## src/sv/batched_broadcast_matmul_assert.svh

```systemverilog
// assertion macros for the batched matmul block
`ifndef BATCHED_BROADCAST_MATMUL_ASSERT_SVH
`define BATCHED_BROADCAST_MATMUL_ASSERT_SVH

// same-cycle implication
`define BBM_ASSERT_IMPL(label, ante, cons, msg) \
  label: assert property (@(posedge clk) disable iff (rst) (ante) |-> (cons)) \
    else $error(msg);

// next-cycle implication
`define BBM_ASSERT_NEXT(label, ante, cons, msg) \
  label: assert property (@(posedge clk) disable iff (rst) (ante) |=> (cons)) \
    else $error(msg);

`endif

```

## src/sv/bbm_pkg.sv

```systemverilog
`default_nettype none
package bbm_pkg;

  typedef enum logic [1:0] {
    OP_WR_A = 2'd0,
    OP_WR_B = 2'd1,
    OP_DOT  = 2'd2,
    OP_NOP  = 2'd3
  } opcode_t;

  typedef enum logic [1:0] {
    ST_OK    = 2'd0,
    ST_SHAPE = 2'd1,
    ST_RANGE = 2'd2,
    ST_SAT   = 2'd3
  } status_t;

  typedef enum logic [1:0] {
    CMD_WR_A,
    CMD_WR_B,
    CMD_DOT,
    CMD_ERR
  } kind_t;

  typedef enum logic [1:0] {
    BS_IDLE,
    BS_RUN,
    BS_WAIT,
    BS_FIN
  } back_state_t;

  localparam logic [2:0] REG_ROWS_M  = 3'd0;
  localparam logic [2:0] REG_INNER_K = 3'd1;
  localparam logic [2:0] REG_COLS_N  = 3'd2;
  localparam logic [2:0] REG_BATCH_A = 3'd3;
  localparam logic [2:0] REG_BATCH_B = 3'd4;

  localparam int Q_DEPTH = 4;

  typedef struct packed {
    opcode_t            opcode;
    logic [11:0]        address;
    logic signed [15:0] element_value;
    logic [3:0]         batch_index;
    logic [5:0]         row_index;
    logic [5:0]         col_index;
  } item_t;

  typedef struct packed {
    logic signed [31:0] dot_value;
    status_t            status;
  } result_t;

  typedef struct packed {
    logic [6:0] rows_m;
    logic [6:0] inner_k;
    logic [6:0] cols_n;
    logic [4:0] batch_a;
    logic [4:0] batch_b;
  } cfg_t;

  // one queued word between front and back
  typedef struct packed {
    kind_t       kind;
    logic [15:0] addr_a;
    logic [15:0] addr_b;
    logic [15:0] data;
    logic [6:0]  len_k;
    logic [6:0]  stride_n;
    status_t     status;
  } cmd_t;

endpackage
`default_nettype wire

```

## src/sv/bbm_fifo.sv

```systemverilog
`default_nettype none
module bbm_fifo
  import bbm_pkg::*;
(
  input  wire logic clk,
  input  wire logic rst,
  input  wire logic push,
  input  wire cmd_t wdata,
  input  wire logic pop,
  output cmd_t      rdata,
  output logic      full,
  output logic      empty
);

  localparam int PW = $clog2(Q_DEPTH);

  cmd_t           slots [Q_DEPTH];
  logic [PW-1:0]  wr_ptr;
  logic [PW-1:0]  rd_ptr;
  logic [PW:0]    count;

  assign full  = (count == (PW+1)'(Q_DEPTH));
  assign empty = (count == '0);
  assign rdata = slots[rd_ptr];

  always_ff @(posedge clk) begin
    if (push) begin
      slots[wr_ptr] <= wdata;
    end
  end

  always_ff @(posedge clk) begin
    if (rst) begin
      wr_ptr <= '0;
      rd_ptr <= '0;
      count  <= '0;
    end else begin
      if (push) begin
        wr_ptr <= wr_ptr + PW'(1);
      end
      if (pop) begin
        rd_ptr <= rd_ptr + PW'(1);
      end
      count <= count + (PW+1)'(push) - (PW+1)'(pop);
    end
  end

endmodule
`default_nettype wire

```

## config.mk

```make
export PLATFORM = sky130hd
export DESIGN_NAME = bbm_fifo
export DESIGN_NICKNAME = d
export VERILOG_FILES = /design/src/sv/batched_broadcast_matmul_assert.svh /design/src/sv/bbm_pkg.sv /design/src/sv/bbm_fifo.sv
export SDC_FILE = /design/constraint.sdc
export NUM_CORES = 1
export LEC_CHECK = 0
export BUFFER_PORTS_ARGS = -buffer_cell sky130_fd_sc_hd__buf_4
export CAP_MARGIN = 20
export CORE_MARGIN = 5
export CORE_UTILIZATION = 50
export CTS_BUF_LIST = sky130_fd_sc_hd__clkbuf_8 sky130_fd_sc_hd__clkbuf_16
export CTS_CLUSTER_DIAMETER = 30
export DETAILED_ROUTE_END_ITERATION = 10
export PLACE_DENSITY_LB_ADDON = 0.05
export SYNTH_ARGS = -nofsm -noshare
export SYNTH_HDL_FRONTEND = slang
export SYNTH_SLANG_ARGS = --single-unit
```

## constraint.sdc

```tcl
create_clock -name clk -period 2.4 [get_ports clk]
set_input_delay 0.12 -clock clk [delete_from_list [all_inputs] [get_ports clk]]
set_output_delay 0.12 -clock clk [all_outputs]
set_load 0.02 [all_outputs]
```

==> summary.txt <==
Worst setup path
  – Top cell by count, worst path: buf_4
  – CP endpoint kind: primary output
  – R2r worst-path depth: 7
  – Worst path arrival time: 2.02 ns
  – Slowest Stage Delay on Critical Path: 0.58 ns
  – CP startpoint kind: register
  – Crit Path Class: register to primary output
  – CP required: 2.28 ns
  – CP max-delay cell: mux4_2
  – Crit-path cells: buf_4 > mux4_2 > buf_4
  – Worst-path fanout max: 20

STA
  – RSZ-0062 raised after global routing: no
  – Setup TNS: 0 ns
  – Finish-stage setup viols: 0
  – Min Clock Period, post-route: 2.14 ns
  – Clk_skew: 0.0131 ns
  – Worst Max-Slew Pin Slew: 0.470 ns
  – Worst slew margin: 68.6%
  – FMAX: 467 MHz
  – Final setup margin: 0.259 ns
  – Hold Vio Cnt, Final: 0
  – Final worst path period share: 89.2%
  – Slew Limit Fails: 0

Floorplanning
  – Die H: 151 um
  – Starting Density: 51.0%
  – Core footprint: 19,500 um2
  – I/O Pins: 138
  – Full die area: 22,800 um2
  – Cell Rows: 51
  – Die Wd: 151 um

Job
  – Max cap viols: 0

Clocking
  – CTS HTree Levels: 2
  – Clk slew on worst S/H paths: 0.05 ns
  – Clock root cell: clkbuf_16
  – Total CTS buffers: 47
  – Worst-Skew Late Latency: 0.51 ns
  – TritonCTS clock tree: built
  – # clock sinks: 273
  – CTS Buffer Depth: 3

Worst hold path
  – Hold Path Cell Cnt: 2
  – Tightest Hold Check Type: input port to register

Layout
  – Share of cells above drive strength 1: 43.8%
  – Final Util: 70.0%
  – Antenna cells: 0
  – NumNets Final: 718
  – Area grow syn2layout: 37.2%
  – Final Cell Area: 13,700 um2
  – # fillers: 1,262

Drt
  – Via/cell ratio: 5.15
  – Routed length per instance: 20.6 um
  – Via count: 4,848
  – Final WL: 19,400 um
  – DRT antenna net count: 0
  – DRC Markers: 0
  – Drt pass-1 iters: 6
  – Initial DRC Count: 206

Synth
  – Top post-synthesis cells by count: edfxtp_1, mux4_2, dfxtp_1, ha_1, inv_1
  – Post-Synth Adder-Cell Area: 0.955%
  – Post-Synthesis Cell Area: 9960 um2
  – Synth top area cells: edfxtp_1, mux4_2, dfxtp_1
  – Synth Area in Simple Gates: 0.754%
  – Sequential share of the synthesized area: 81.4%
  – Multiplexer share of the synthesized area: 15.0%
  – Syn Area/Cell: 25.8 um2
  – Largest family of logic cells by synthesized area: multiplexers
  – Number of synthesized flops with an enable pin: 264
  – Post-synth ARST share: 0%
  – Top cell type's share of synthesized area: 79.6%
  – Synth warnings: 0
  – Top-count cell post-synth: edfxtp_1
  – Register bit count reported by yosys: 273
  – Post-synthesis cell type count: 21
  – Post-synth top flop: edfxtp_1
  – Post-Syn Instances: 386
  – Post-Synth XOR/XNOR Area: 0.415%
  – Syn Nets: 463
  – Yosys top cell by area: edfxtp_1
  – Post-synthesis compound-gate area fraction: 0.151%

Global route
  – Gr ovfl total: 0
  – Initial antenna violation count: 0
  – GRT Total Usage: 17.7%
  – Largest net degree at the start of global routing: 41
  – Vias in the first global route: 5,569
  – First-pass GRT wire length: 30,400 um

Place
  – GPL Wtd Cong: 0.713
  – Pre-CTS setup slack: 0.616 ns
  – Placed cell area: 11,400 um2
  – IO buf count: 137
  – Hpwl dp: 11,100 um

Outcome
  – Status: complete, no violations

Pwr
  – Leak pwr: 4.80 nW
  – PwrDens: 977 nW/um2
  – Total power: 0.0133 W
  – Worst VDD drop: 0.746 mV
-- layer usage --
| metal | up-vias | wire [um] | track usage, % | part of all wire [%] |
|---|---|---|---|---|
| li1 | 2174 | - | - | - |
| met1 | 2503 | 7890 | 21.9 | 41 |
| met2 | 143 | 9970 | 30.5 | 51 |
| met3 | 28 | 1170 | 4.91 | 6.0 |
| met4 | 0 | 336 | 5.58 | 1.7 |
| met5 | - | 0 | 0 | 0 |
-- report_power, final --
group          internal, W  switching [W]  leakage, nW
Combinational     0.000695       0.000698         1.54
Sequential         0.00549      0.0000751         2.50
Clock              0.00425        0.00213        0.763
Total               0.0104        0.00291         4.80
-- what timing repair did --
item                      CTS  global route
resized for setup           0             0
buffers inserted            0             0
hold buffers               69             0
hold endpoints to repair  273             0
-- cells by family (layout without fill, tap and decap cells) --
| logic type | Yosys count | after routing |
|---|---|---|
| simple gates | 14 | 14 |
| xor+xnor | 3 | 3 |
| flops | 273 | 273 |
| mux | 67 | 67 |
| fa+ha+maj | 7 | 7 |
| buf+inv | 20 | 310 |
| compound gates | 2 | 2 |
-- layout make-up --
| type | instances | area (um2) | area share [%] |
|---|---|---|---|
| sequential | 273 | 8120 | 59.4 |
| tap | 265 | 332 | 2.43 |
| timing repair buffer | 220 | 1900 | 13.9 |
| inverter | 6 | 22.5 | 0.165 |
| clock inverter | 34 | 318 | 2.33 |
| multi-input combinational | 93 | 1730 | 12.7 |
| clock buffer | 50 | 1240 | 9.08 |
-- worst max-delay path, delay by kind of cell (launching register included) --
kind	cells	cell delay, ns
multiplexers	1	0.58
buffers and inverters	2	0.56
flip-flops	1	0.36
-- registers in the layout, indices dropped and copies added (netlist names), named ones only --
name,count
slots,264
count,3
rd_ptr,2
wr_ptr,2
-- layout by cell type, fill, tap and decap left out, drive strengths merged, types with 2 or more instances in the layout --
cell type      n
mux4          66
dfxtp          9
clkinv        18
ha             6
inv           12
nor2           5
clkbuf        50
bufinv         5
and2           4
xnor2          2
edfxtp       264
buf          151
dlygate4sd3   69
clkinvlp       5
nor2b          2
-- worst paths after layout --
path                     startpoint                      to  slack [ns]
max reg2reg     count[0]$_SDFF_PP0_     count[2]$_SDFF_PP0_        0.63
min reg2reg  rd_ptr[0]$_SDFFE_PP0P_                register        0.54
min                       wdata[13]  slots[2][13]$_DFFE_PP_        0.35
max                        register               rdata[43]        0.26
-- through the flow --
| step | cells | hold slack, ns |
|---|---|---|
| final | 941 | 0.349 |
| after global routing | 941 | 0.330 |
| after CTS | 941 | 0.320 |
| after detailed placement | 788 | 0.324 |
| after global placement | 788 | 0.319 |
| after floorplan | 386 | 0.192 |
(Power assumes the default switching activity.)
