<file path="config.mk">
export PLATFORM = sky130hd
export DESIGN_NAME = bbm_front
export DESIGN_NICKNAME = d
export VERILOG_FILES = /design/src/sv/batched_broadcast_matmul_assert.svh /design/src/sv/bbm_pkg.sv /design/src/sv/bbm_front.sv
export SDC_FILE = /design/constraint.sdc
export NUM_CORES = 1
export LEC_CHECK = 0
export BUFFER_PORTS_ARGS = -buffer_cell sky130_fd_sc_hd__buf_2
export CAP_MARGIN = 20
export CORE_MARGIN = 8
export CORE_UTILIZATION = 35
export CTS_CLUSTER_DIAMETER = 80
export DETAILED_ROUTE_END_ITERATION = 7
export MAX_ROUTING_LAYER = met4
export PLACE_DENSITY = 0.56
export SLEW_MARGIN = 20
export SYNTH_ARGS = -nofsm -noshare
export SYNTH_HDL_FRONTEND = slang
export SYNTH_SLANG_ARGS = --single-unit
</file>
<file path="constraint.sdc">
create_clock -name clk -period 9.3 [get_ports clk]
set_clock_uncertainty 0.15 [all_clocks]
set_input_delay 0.465 -clock clk [delete_from_list [all_inputs] [get_ports clk]]
set_output_delay 0.465 -clock clk [all_outputs]
set_load 0.02 [all_outputs]
</file>
<file path="src/sv/batched_broadcast_matmul_assert.svh">
// assertion macros for the batched matmul block
`ifndef BATCHED_BROADCAST_MATMUL_ASSERT_SVH
`define BATCHED_BROADCAST_MATMUL_ASSERT_SVH

// same-cycle implication
`define BBM_ASSERT_IMPL(label, ante, cons, msg) \
  label: assert property (@(posedge clk) disable iff (rst) (ante) |-> (cons)) \
    else $error(msg);

// next-cycle implication
`define BBM_ASSERT_NEXT(label, ante, cons, msg) \
  label: assert property (@(posedge clk) disable iff (rst) (ante) |=> (cons)) \
    else $error(msg);

`endif

</file>
<file path="src/sv/bbm_pkg.sv">
`default_nettype none
package bbm_pkg;

  typedef enum logic [1:0] {
    OP_WR_A = 2'd0,
    OP_WR_B = 2'd1,
    OP_DOT  = 2'd2,
    OP_NOP  = 2'd3
  } opcode_t;

  typedef enum logic [1:0] {
    ST_OK    = 2'd0,
    ST_SHAPE = 2'd1,
    ST_RANGE = 2'd2,
    ST_SAT   = 2'd3
  } status_t;

  typedef enum logic [1:0] {
    CMD_WR_A,
    CMD_WR_B,
    CMD_DOT,
    CMD_ERR
  } kind_t;

  typedef enum logic [1:0] {
    BS_IDLE,
    BS_RUN,
    BS_WAIT,
    BS_FIN
  } back_state_t;

  localparam logic [2:0] REG_ROWS_M  = 3'd0;
  localparam logic [2:0] REG_INNER_K = 3'd1;
  localparam logic [2:0] REG_COLS_N  = 3'd2;
  localparam logic [2:0] REG_BATCH_A = 3'd3;
  localparam logic [2:0] REG_BATCH_B = 3'd4;

  localparam int Q_DEPTH = 4;

  typedef struct packed {
    opcode_t            opcode;
    logic [11:0]        address;
    logic signed [15:0] element_value;
    logic [3:0]         batch_index;
    logic [5:0]         row_index;
    logic [5:0]         col_index;
  } item_t;

  typedef struct packed {
    logic signed [31:0] dot_value;
    status_t            status;
  } result_t;

  typedef struct packed {
    logic [6:0] rows_m;
    logic [6:0] inner_k;
    logic [6:0] cols_n;
    logic [4:0] batch_a;
    logic [4:0] batch_b;
  } cfg_t;

  // one queued word between front and back
  typedef struct packed {
    kind_t       kind;
    logic [15:0] addr_a;
    logic [15:0] addr_b;
    logic [15:0] data;
    logic [6:0]  len_k;
    logic [6:0]  stride_n;
    status_t     status;
  } cmd_t;

endpackage
`default_nettype wire

</file>
<file path="src/sv/bbm_front.sv">
`default_nettype none
module bbm_front
  import bbm_pkg::*;
#(
  parameter int MEM_DEPTH = 4096,
  parameter int MAX_DIM   = 64,
  parameter int MAX_BATCH = 16
) (
  input  wire logic  clk,
  input  wire logic  rst,
  input  wire cfg_t  cfg,
  input  wire logic  start,
  input  wire item_t item,
  output logic       busy,
  output logic       q_push,
  output cmd_t       q_cmd,
  input  wire logic  q_full
);

  logic        s1_valid;
  logic        s2_valid;
  logic        adv;
  logic        take;
  item_t       s1_item;
  logic        s1_shape;
  logic        s1_rng;
  logic [10:0] s1_qa;
  logic [10:0] s1_qb;
  logic [11:0] s1_pa;
  logic [11:0] s1_pb;

  logic        keep;
  logic        shape;
  logic        rng;
  logic [4:0]  rb;
  logic [3:0]  ab;
  logic [3:0]  bb;

  logic [18:0] ext_a;
  logic [18:0] ext_b;
  logic [18:0] base_a;
  logic [18:0] base_b;
  logic        rng2;
  cmd_t        cmd_next;

  assign adv    = !s2_valid || !q_full;
  assign busy   = s1_valid && !adv;
  assign take   = start && !busy;
  assign q_push = s2_valid && !q_full;

  // classify
  always_comb begin
    unique case (item.opcode)
      OP_WR_A, OP_WR_B: keep = (32'(item.address) < MEM_DEPTH);
      OP_DOT:           keep = 1'b1;
      default:          keep = 1'b0;
    endcase
    shape = (cfg.batch_a != cfg.batch_b) && (cfg.batch_a != 5'd1) && (cfg.batch_b != 5'd1);
    rb    = (cfg.batch_a > cfg.batch_b) ? cfg.batch_a : cfg.batch_b;
    rng   = (32'(cfg.rows_m) > MAX_DIM) || (32'(cfg.inner_k) > MAX_DIM) ||
            (32'(cfg.cols_n) > MAX_DIM) || (32'(cfg.batch_a) > MAX_BATCH) ||
            (32'(cfg.batch_b) > MAX_BATCH) || (5'(item.batch_index) >= rb) ||
            (7'(item.row_index) >= cfg.rows_m) || (7'(item.col_index) >= cfg.cols_n);
    ab    = (cfg.batch_a == 5'd1) ? 4'd0 : item.batch_index;
    bb    = (cfg.batch_b == 5'd1) ? 4'd0 : item.batch_index;
  end

  // address generation and extent check
  always_comb begin
    ext_a  = 19'(s1_pa) * 19'(cfg.inner_k);
    ext_b  = 19'(s1_pb) * 19'(cfg.cols_n);
    base_a = (19'(s1_qa) + 19'(s1_item.row_index)) * 19'(cfg.inner_k);
    base_b = 19'(s1_qb) * 19'(cfg.cols_n) + 19'(s1_item.col_index);
    rng2   = s1_rng || (32'(ext_a) > MEM_DEPTH) || (32'(ext_b) > MEM_DEPTH);

    cmd_next.addr_a   = base_a[15:0];
    cmd_next.addr_b   = base_b[15:0];
    cmd_next.data     = s1_item.element_value;
    cmd_next.len_k    = cfg.inner_k;
    cmd_next.stride_n = cfg.cols_n;
    cmd_next.status   = ST_OK;
    cmd_next.kind     = CMD_DOT;
    unique case (s1_item.opcode)
      OP_WR_A: begin
        cmd_next.kind   = CMD_WR_A;
        cmd_next.addr_a = 16'(s1_item.address);
      end
      OP_WR_B: begin
        cmd_next.kind   = CMD_WR_B;
        cmd_next.addr_a = 16'(s1_item.address);
      end
      OP_DOT: begin
        priority if (s1_shape) begin
          cmd_next.kind   = CMD_ERR;
          cmd_next.status = ST_SHAPE;
        end else if (rng2) begin
          cmd_next.kind   = CMD_ERR;
          cmd_next.status = ST_RANGE;
        end else begin
          cmd_next.kind   = CMD_DOT;
        end
      end
      default: begin
        cmd_next.kind   = CMD_ERR;
        cmd_next.status = ST_RANGE;
      end
    endcase
  end

  always_ff @(posedge clk) begin
    if (rst) begin
      s1_valid <= 1'b0;
      s2_valid <= 1'b0;
    end else begin
      if (adv) begin
        s2_valid <= s1_valid;
      end
      if (adv || !s1_valid) begin
        s1_valid <= take && keep;
      end
    end
  end

  always_ff @(posedge clk) begin
    if ((adv || !s1_valid) && take) begin
      s1_item  <= item;
      s1_shape <= shape;
      s1_rng   <= rng;
      s1_qa    <= 11'(ab) * 11'(cfg.rows_m);
      s1_qb    <= 11'(bb) * 11'(cfg.inner_k);
      s1_pa    <= 12'(cfg.batch_a) * 12'(cfg.rows_m);
      s1_pb    <= 12'(cfg.batch_b) * 12'(cfg.inner_k);
    end
    if (adv && s1_valid) begin
      q_cmd <= cmd_next;
    end
  end

endmodule
`default_nettype wire

</file>
==> impl_metrics.env, run 1 <==
export IMPL_p_sw_mw=3.959
export IMPL_synth_area_leader_cell="fa_1"
export IMPL_hold_viol=0
export IMPL_switching_share_pct=48.13
export IMPL_track_usage_pct=14.71
export IMPL_dp_slack_ps=2637
export IMPL_start_util_pct=35.13
export IMPL_netlist_area_sq_um=19660
export IMPL_max_freq_mhz=150.0
export IMPL_place_gp_congestion=0.8004
export IMPL_diodes=0
export IMPL_cts_htree_levels=4
export IMPL_max_slew_worst_pin_slew_ps=1022
export IMPL_clockBufferDepth=2
export IMPL_power_share_combinational_pct=77.1
export IMPL_final_cell_count_no_fill=2845
export IMPL_core_area_sq_um=55950
export IMPL_final_seq_area_sq_um=4725
export IMPL_synth_most_common_cell="inv_1"
export IMPL_fin_setup_tns_ps=0
export IMPL_internal_power_mw=4.267
export IMPL_status="finished clean"
export IMPL_place_area_sq_um=21160
export IMPL_multiInputGateArea_sq_um=13480
export IMPL_netlist_instances=1962
export IMPL_worst_path_most_repeated_cell="fa_1"
export IMPL_synth_warnings=0
export IMPL_synthTopCellsByCount="inv_1 (322), fa_1 (245), ha_1 (233), and2_1 (221), nand2_1 (215)"
export IMPL_nets=2635
export IMPL_clk_latency_ps=460
export IMPL_post_route_period_util_pct=71.67
export IMPL_grt_pass1_wl_um=74850
export IMPL_drive_gt1_share_pct=10.44
export IMPL_via_per_inst=4.848
export IMPL_cts_setup_buffers=0
export IMPL_crit_path_start_kind="flip-flop"
export IMPL_synth_nets=2521
export IMPL_clk_pin_slew_worst_paths_ps=70
export IMPL_ys_seq_area_share_pct=24.04
export IMPL_critPathSlowestCell="fa_1"
export IMPL_drt_first_pass_iters=5
export IMPL_cts_buffers=17
export IMPL_setup_viol_count_final=0
export IMPL_cp_num_cells=22
export IMPL_clockRootBuffer="clkbuf_16"
export IMPL_vias=13792
export IMPL_worst_slack_ps=2635
export IMPL_drv_cap=0
export IMPL_worst_ir_drop_vdd_v=0.0003042
export IMPL_wl_per_cell_um=15.37
export IMPL_criticalPathCategory="flip-flop to flip-flop"
export IMPL_final_area_sq_um=21840
export IMPL_drtIter0Drc=729
export IMPL_syn2layout_area_growth_pct=11.11
export IMPL_r2r_cells=22
export IMPL_grt_start_max_net_pins=75
export IMPL_synth_top_cell_area_share_pct=24.95
export IMPL_grt_overflow_total=0
export IMPL_ant_nets=0
export IMPL_synth_edf_count=156
export IMPL_pwr_share_seq_pct=14.0
export IMPL_antenna_found_initial=1
export IMPL_synth_area_top_cells="fa_1 (25%), edfxtp_1 (24%), ha_1 (15%), and2_1 (7.0%), inv_1 (6.1%)"
export IMPL_worstPathMaxFanout=7
export IMPL_hpwlAfterDp_um=34080
export IMPL_whs_path_depth=1
export IMPL_synthArstFlopShare_pct=0
export IMPL_dieArea_sq_um=64000
export IMPL_p_clk_share_pct=8.9
export IMPL_finalCriticalPeriod_ps=6665
export IMPL_crit_arrival_ps=6720
export IMPL_dpl_cell_count=2806
export IMPL_synth_ff_type="edfxtp_1"
export IMPL_hold_ws_ps=31.21
export IMPL_crit_family="adder cells"
export IMPL_power_density_nw_per_um2=376.7
export IMPL_numPortBuffers=148
export IMPL_timing_final_max_slew_violations=0
export IMPL_finalWirelength_um=43740
export IMPL_drc=0
export IMPL_cts_tree="done"
export IMPL_path_cells="ha_1, fa_1, a21o_1, a21oi_1, o21ai_0, a21oi_1, nor2_1, xor2_1, nand2_1, fa_1, fa_1, inv_1, fa_1, fa_1, ha_1, and3_1, a21oi_1, o21ai_0, o41ai_1, o21ai_0, xnor2_1, and2_1"
export IMPL_critPathMaxStageDelay_ps=550
export IMPL_synth_cell_type_count=76
export IMPL_endpoint_kind="flip-flop"
export IMPL_hold_class="primary input to flip-flop"
export IMPL_max_slew_margin_pct=31.90
export IMPL_die_h_um=253.0
export IMPL_io_pins=149
export IMPL_p_leak_nw=10.50
export IMPL_avgSynthCellArea_sq_um=10.02
export IMPL_grt_pass1_vias=14879
export IMPL_critPathBufInv=1
export IMPL_die_width_um=253.0
export IMPL_std_cell_rows=87
export IMPL_nFillCells=5591
export IMPL_critPathRequiredTime_ps=9350
export IMPL_clkSinkCount=158
export IMPL_rsz0062_at_grt="no"
export IMPL_ys_seq_elements=158
[sequential cells by signal (all words and copies together), names as in the netlist]
signal	flops
s1_pa	12
s1_qa	11
s1_pb	12
s1_qb	11
s1_item	26
s1_valid	1
s1_shape	1
cmd_next	16
q_cmd	66
s2_valid	1
s1_rng	1
[per-stage QoR]
step	power [mW]	utilization [%]
global placement	7.428	37.77
floorplan	6.279	-
global route	9.302	39.03
CTS	8.336	39.03
detailed placement	7.539	37.82
finish	8.226	39.03
[final timing paths]
check,slack [ps],end,start
worst max-delay path,2630,q_cmd[63],s1_item[6]
worst min-delay path,30,cmd_next[25],item[25]
worst max register to register,2630,q_cmd[63],s1_item[6]
worst min register to register,270,q_cmd[25],cmd_next[25]
[cell type report]
type | instances | area share (%)
Clock buffer | 18 | 1.965
Inverter | 322 | 5.535
Timing Repair Buffer | 161 | 4.011
Tap cell | 756 | 4.331
Multi-Input combinational cell | 1416 | 61.71
Sequential cell | 158 | 21.63
Clock inverter | 14 | 0.8193
[logic make-up (layout without fill, tap and decap cells)]
| logic type | Yosys count | count (layout) | share of synthesized area, % |
|---|---|---|---|
| XOR/XNOR | 88 | 88 | 3.921 |
| AND/OR/NAND/NOR | 618 | 618 | 16.33 |
| AO/OA/AOI/OAI | 215 | 215 | 7.518 |
| multiplexers | 17 | 17 | 0.9294 |
| flip-flops | 158 | 158 | 24.04 |
| buffers and inverters | 388 | 515 | 7.473 |
| adder cells (fa/ha/maj) | 478 | 478 | 39.79 |
[per-layer routing]
layer | wire length, um | part of all wire [%] | up-vias | track usage, %
met2 | 21050 | 48 | 232 | 24.41
li1 | - | - | 6599 | -
met4 | 456 | 1.0 | 0 | 2.942
met5 | 0 | 0 | - | -
met1 | 20700 | 47 | 6932 | 19.02
met3 | 1537 | 3.5 | 29 | 2.288
[placed cells by master, fill, tap and decap left out, drive strengths merged, types with 18 or more instances in the layout]
| master | netlist | routed |
|---|---|---|
| edfxtp | 156 | 156 |
| nor2 | 40 | 40 |
| a21o | 20 | 20 |
| o21ai | 32 | 32 |
| inv | 322 | 328 |
| o21bai | 25 | 25 |
| xnor2 | 73 | 73 |
| nand2 | 215 | 215 |
| clkbuf | 62 | 18 |
| nand3 | 28 | 28 |
| a21oi | 72 | 72 |
| fa | 245 | 245 |
| and3 | 39 | 39 |
| buf | 4 | 154 |
| and2 | 221 | 221 |
| ha | 233 | 233 |
[power by group through the flow]
| stage | logic (mW) | clock network [mW] | registers, mW |
|---|---|---|---|
| after floorplan | 5.08 | 0 | 1.20 |
| after global placement | 6.26 | 0 | 1.17 |
| after detailed placement | 6.37 | 0 | 1.17 |
| after CTS | 6.42 | 0.754 | 1.16 |
| after global routing | 7.35 | 0.775 | 1.17 |
| final | 6.34 | 0.729 | 1.15 |
[what timing repair did]
| item | CTS | global route |
|---|---|---|
| hold buffers | 7 | 0 |
| hold endpoints to repair | 8 | 0 |
| resized for setup | 0 | 0 |
(Power assumes the default switching activity.)
==> inputs of run 2 (changes only) <==
Clock period 9.3 ns to 6.6 ns, I/O delays scaled along.
==> run 2 against run 1 <==
Via count is 1.3% higher. Largest power group unchanged. First-iteration DRC count is 6.7% higher. Global-route usage is 0.077 points higher. Total power is 43% higher. Sequential power is 42% higher. Largest cell class unchanged. Combinational power is 44% higher. Highest routed layer unchanged. Count of clock-buffer cells in the layout is 1 lower. Critical endpoint unchanged.
==> impl_metrics.env, run 2 (synthesis results as in run 1) <==
export IMPL_place_area_sq_um=21210
export IMPL_setup_viol_count_final=0
export IMPL_max_freq_mhz=160.8
export IMPL_max_slew_margin_pct=32.29
export IMPL_worst_ir_drop_vdd_v=0.0004085
export IMPL_endpoint_kind="flip-flop"
export IMPL_finalWirelength_um=44440
export IMPL_clk_latency_ps=460
export IMPL_hpwlAfterDp_um=34970
export IMPL_crit_family="adder cells"
export IMPL_drt_first_pass_iters=4
export IMPL_p_leak_nw=10.70
export IMPL_critPathRequiredTime_ps=6650
export IMPL_clockRootBuffer="clkbuf_16"
export IMPL_cts_htree_levels=4
export IMPL_critPathSlowestCell="fa_1"
export IMPL_worst_path_most_repeated_cell="fa_1"
export IMPL_die_h_um=253.0
export IMPL_drtIter0Drc=778
export IMPL_critPathBufInv=1
export IMPL_fin_util_pct=39.84
export IMPL_final_cell_mix="inv_1 (322), fa_1 (245), ha_1 (232), and2_1 (220), nand2_1 (215)"
export IMPL_post_route_period_util_pct=94.25
export IMPL_wl_per_cell_um=15.36
export IMPL_drc=0
export IMPL_clockBufferDepth=2
export IMPL_start_util_pct=35.13
export IMPL_clkSinkCount=158
export IMPL_criticalPathCategory="flip-flop to flip-flop"
export IMPL_dieArea_sq_um=64000
export IMPL_dpl_cell_count=2813
export IMPL_numPortBuffers=148
export IMPL_hold_class="primary input to flip-flop"
export IMPL_clk_pin_slew_worst_paths_ps=70
export IMPL_max_slew_worst_pin_slew_ps=1007
export IMPL_die_width_um=253.0
export IMPL_via_per_inst=4.829
export IMPL_grt_overflow_total=0
export IMPL_final_cell_count_no_fill=2893
export IMPL_ant_nets=0
export IMPL_cts_buffers=17
export IMPL_power_density_nw_per_um2=527.0
export IMPL_nets=2682
export IMPL_fin_setup_tns_ps=0
export IMPL_grt_pass1_wl_um=75210
export IMPL_hold_viol=0
export IMPL_std_cell_rows=87
export IMPL_status="finished clean"
export IMPL_worstPathMaxFanout=5
export IMPL_grt_pass1_vias=14923
export IMPL_drv_cap=0
export IMPL_io_pins=149
export IMPL_core_area_sq_um=55950
export IMPL_top_register="q_cmd"
export IMPL_grt_start_max_net_pins=65
export IMPL_critPathMaxStageDelay_ps=550
export IMPL_antenna_found_initial=3
export IMPL_final_area_sq_um=22290
export IMPL_largest_register_ffs=66
export IMPL_timing_final_max_slew_violations=0
export IMPL_track_usage_pct=14.79
export IMPL_worst_slack_ps=379.2
export IMPL_drive_gt1_share_pct=10.91
export IMPL_hold_ws_ps=70.45
export IMPL_path_cells="ha_1, fa_1, a21o_1, a21oi_1, o21ai_0, a21oi_2, nor2_1, xor2_2, nand2_1, fa_1, fa_1, inv_1, fa_1, fa_1, ha_1, and3_1, a21oi_1, o21ai_0, o41ai_2, o21ai_1, xnor2_1, and2_1"
export IMPL_dp_slack_ps=9.378
export IMPL_final_common_cell="inv_1"
export IMPL_syn2layout_area_growth_pct=13.40
export IMPL_cts_tree="done"
export IMPL_finalCriticalPeriod_ps=6221
export IMPL_vias=13969
export IMPL_place_gp_congestion=0.8151
export IMPL_total_power_mw=11.75
export IMPL_crit_path_start_kind="flip-flop"
export IMPL_crit_arrival_ps=6280
run 2: cell types whose count changed in the layout (fill, tap and decap cells not counted), sizes merged:
cell,before,now
dlygate4sd3,7,44
buf,154,164
clkinv,3,6
bufinv,2,1
clkbuf,18,17
clkinvlp,3,2
diode,0,1
run 2: worst register-to-register path, delay by kind of cell (launching register included):
family	cells	cell delay (ps)
adder cells (fa/ha/maj)	7	2970
XOR/XNOR	2	380
flip-flops	1	380
AO/OA/AOI/OAI	8	1470
AND/OR/NAND/NOR	4	570
buffers and inverters	1	50
run 2: power by group:
part | leakage [nW] | switching, mW | internal (mW) | total (mW)
Combinational | 8.91 | 5.08 | 4.05 | 9.12
Clock | 0.280 | 0.457 | 0.532 | 0.989
Sequential | 1.51 | 0.155 | 1.48 | 1.63
Total | 10.7 | 5.69 | 6.05 | 11.7
run 2: worst paths after layout:
check	startpoint	end	slack, ps	cells after the start
max	s1_item[6]	q_cmd[63]	380	22
min	q_full	s2_valid	70	3
max reg2reg	s1_item[6]	q_cmd[63]	380	22
min reg2reg	cmd_next[22]	q_cmd[22]	270	0
run 2: area by class of cell:
cell class	count	area, sq um
Tap cell	756	945.9
Antenna cell	1	2.502
Clock inverter	15	156.4
Fill cell	5567	33660
Clock buffer	17	425.4
Multi-Input combinational cell	1416	13500
Sequential cell	158	4725
Inverter	322	1209
Timing Repair Buffer	208	1321
run 2: layer usage:
metal | routed length (um) | part of all wire, % | global-route usage, % | up-vias
met4 | 486 | 1.1 | 3.090 | 0
met5 | 0 | 0 | - | -
met2 | 21250 | 48 | 24.36 | 259
li1 | - | - | - | 6704
met3 | 1789 | 4.0 | 2.175 | 30
met1 | 20910 | 47 | 19.30 | 6976
run 2: what timing repair did:
item | 4_1_cts | 5_1_grt
setup buffers | 0 | 3
endpoints found under the hold margin | 44 | 0
resized for setup | 1 | 5
hold buffers | 44 | 0
endpoints found under the setup margin | 1 | 2
pin swaps | 0 | 2
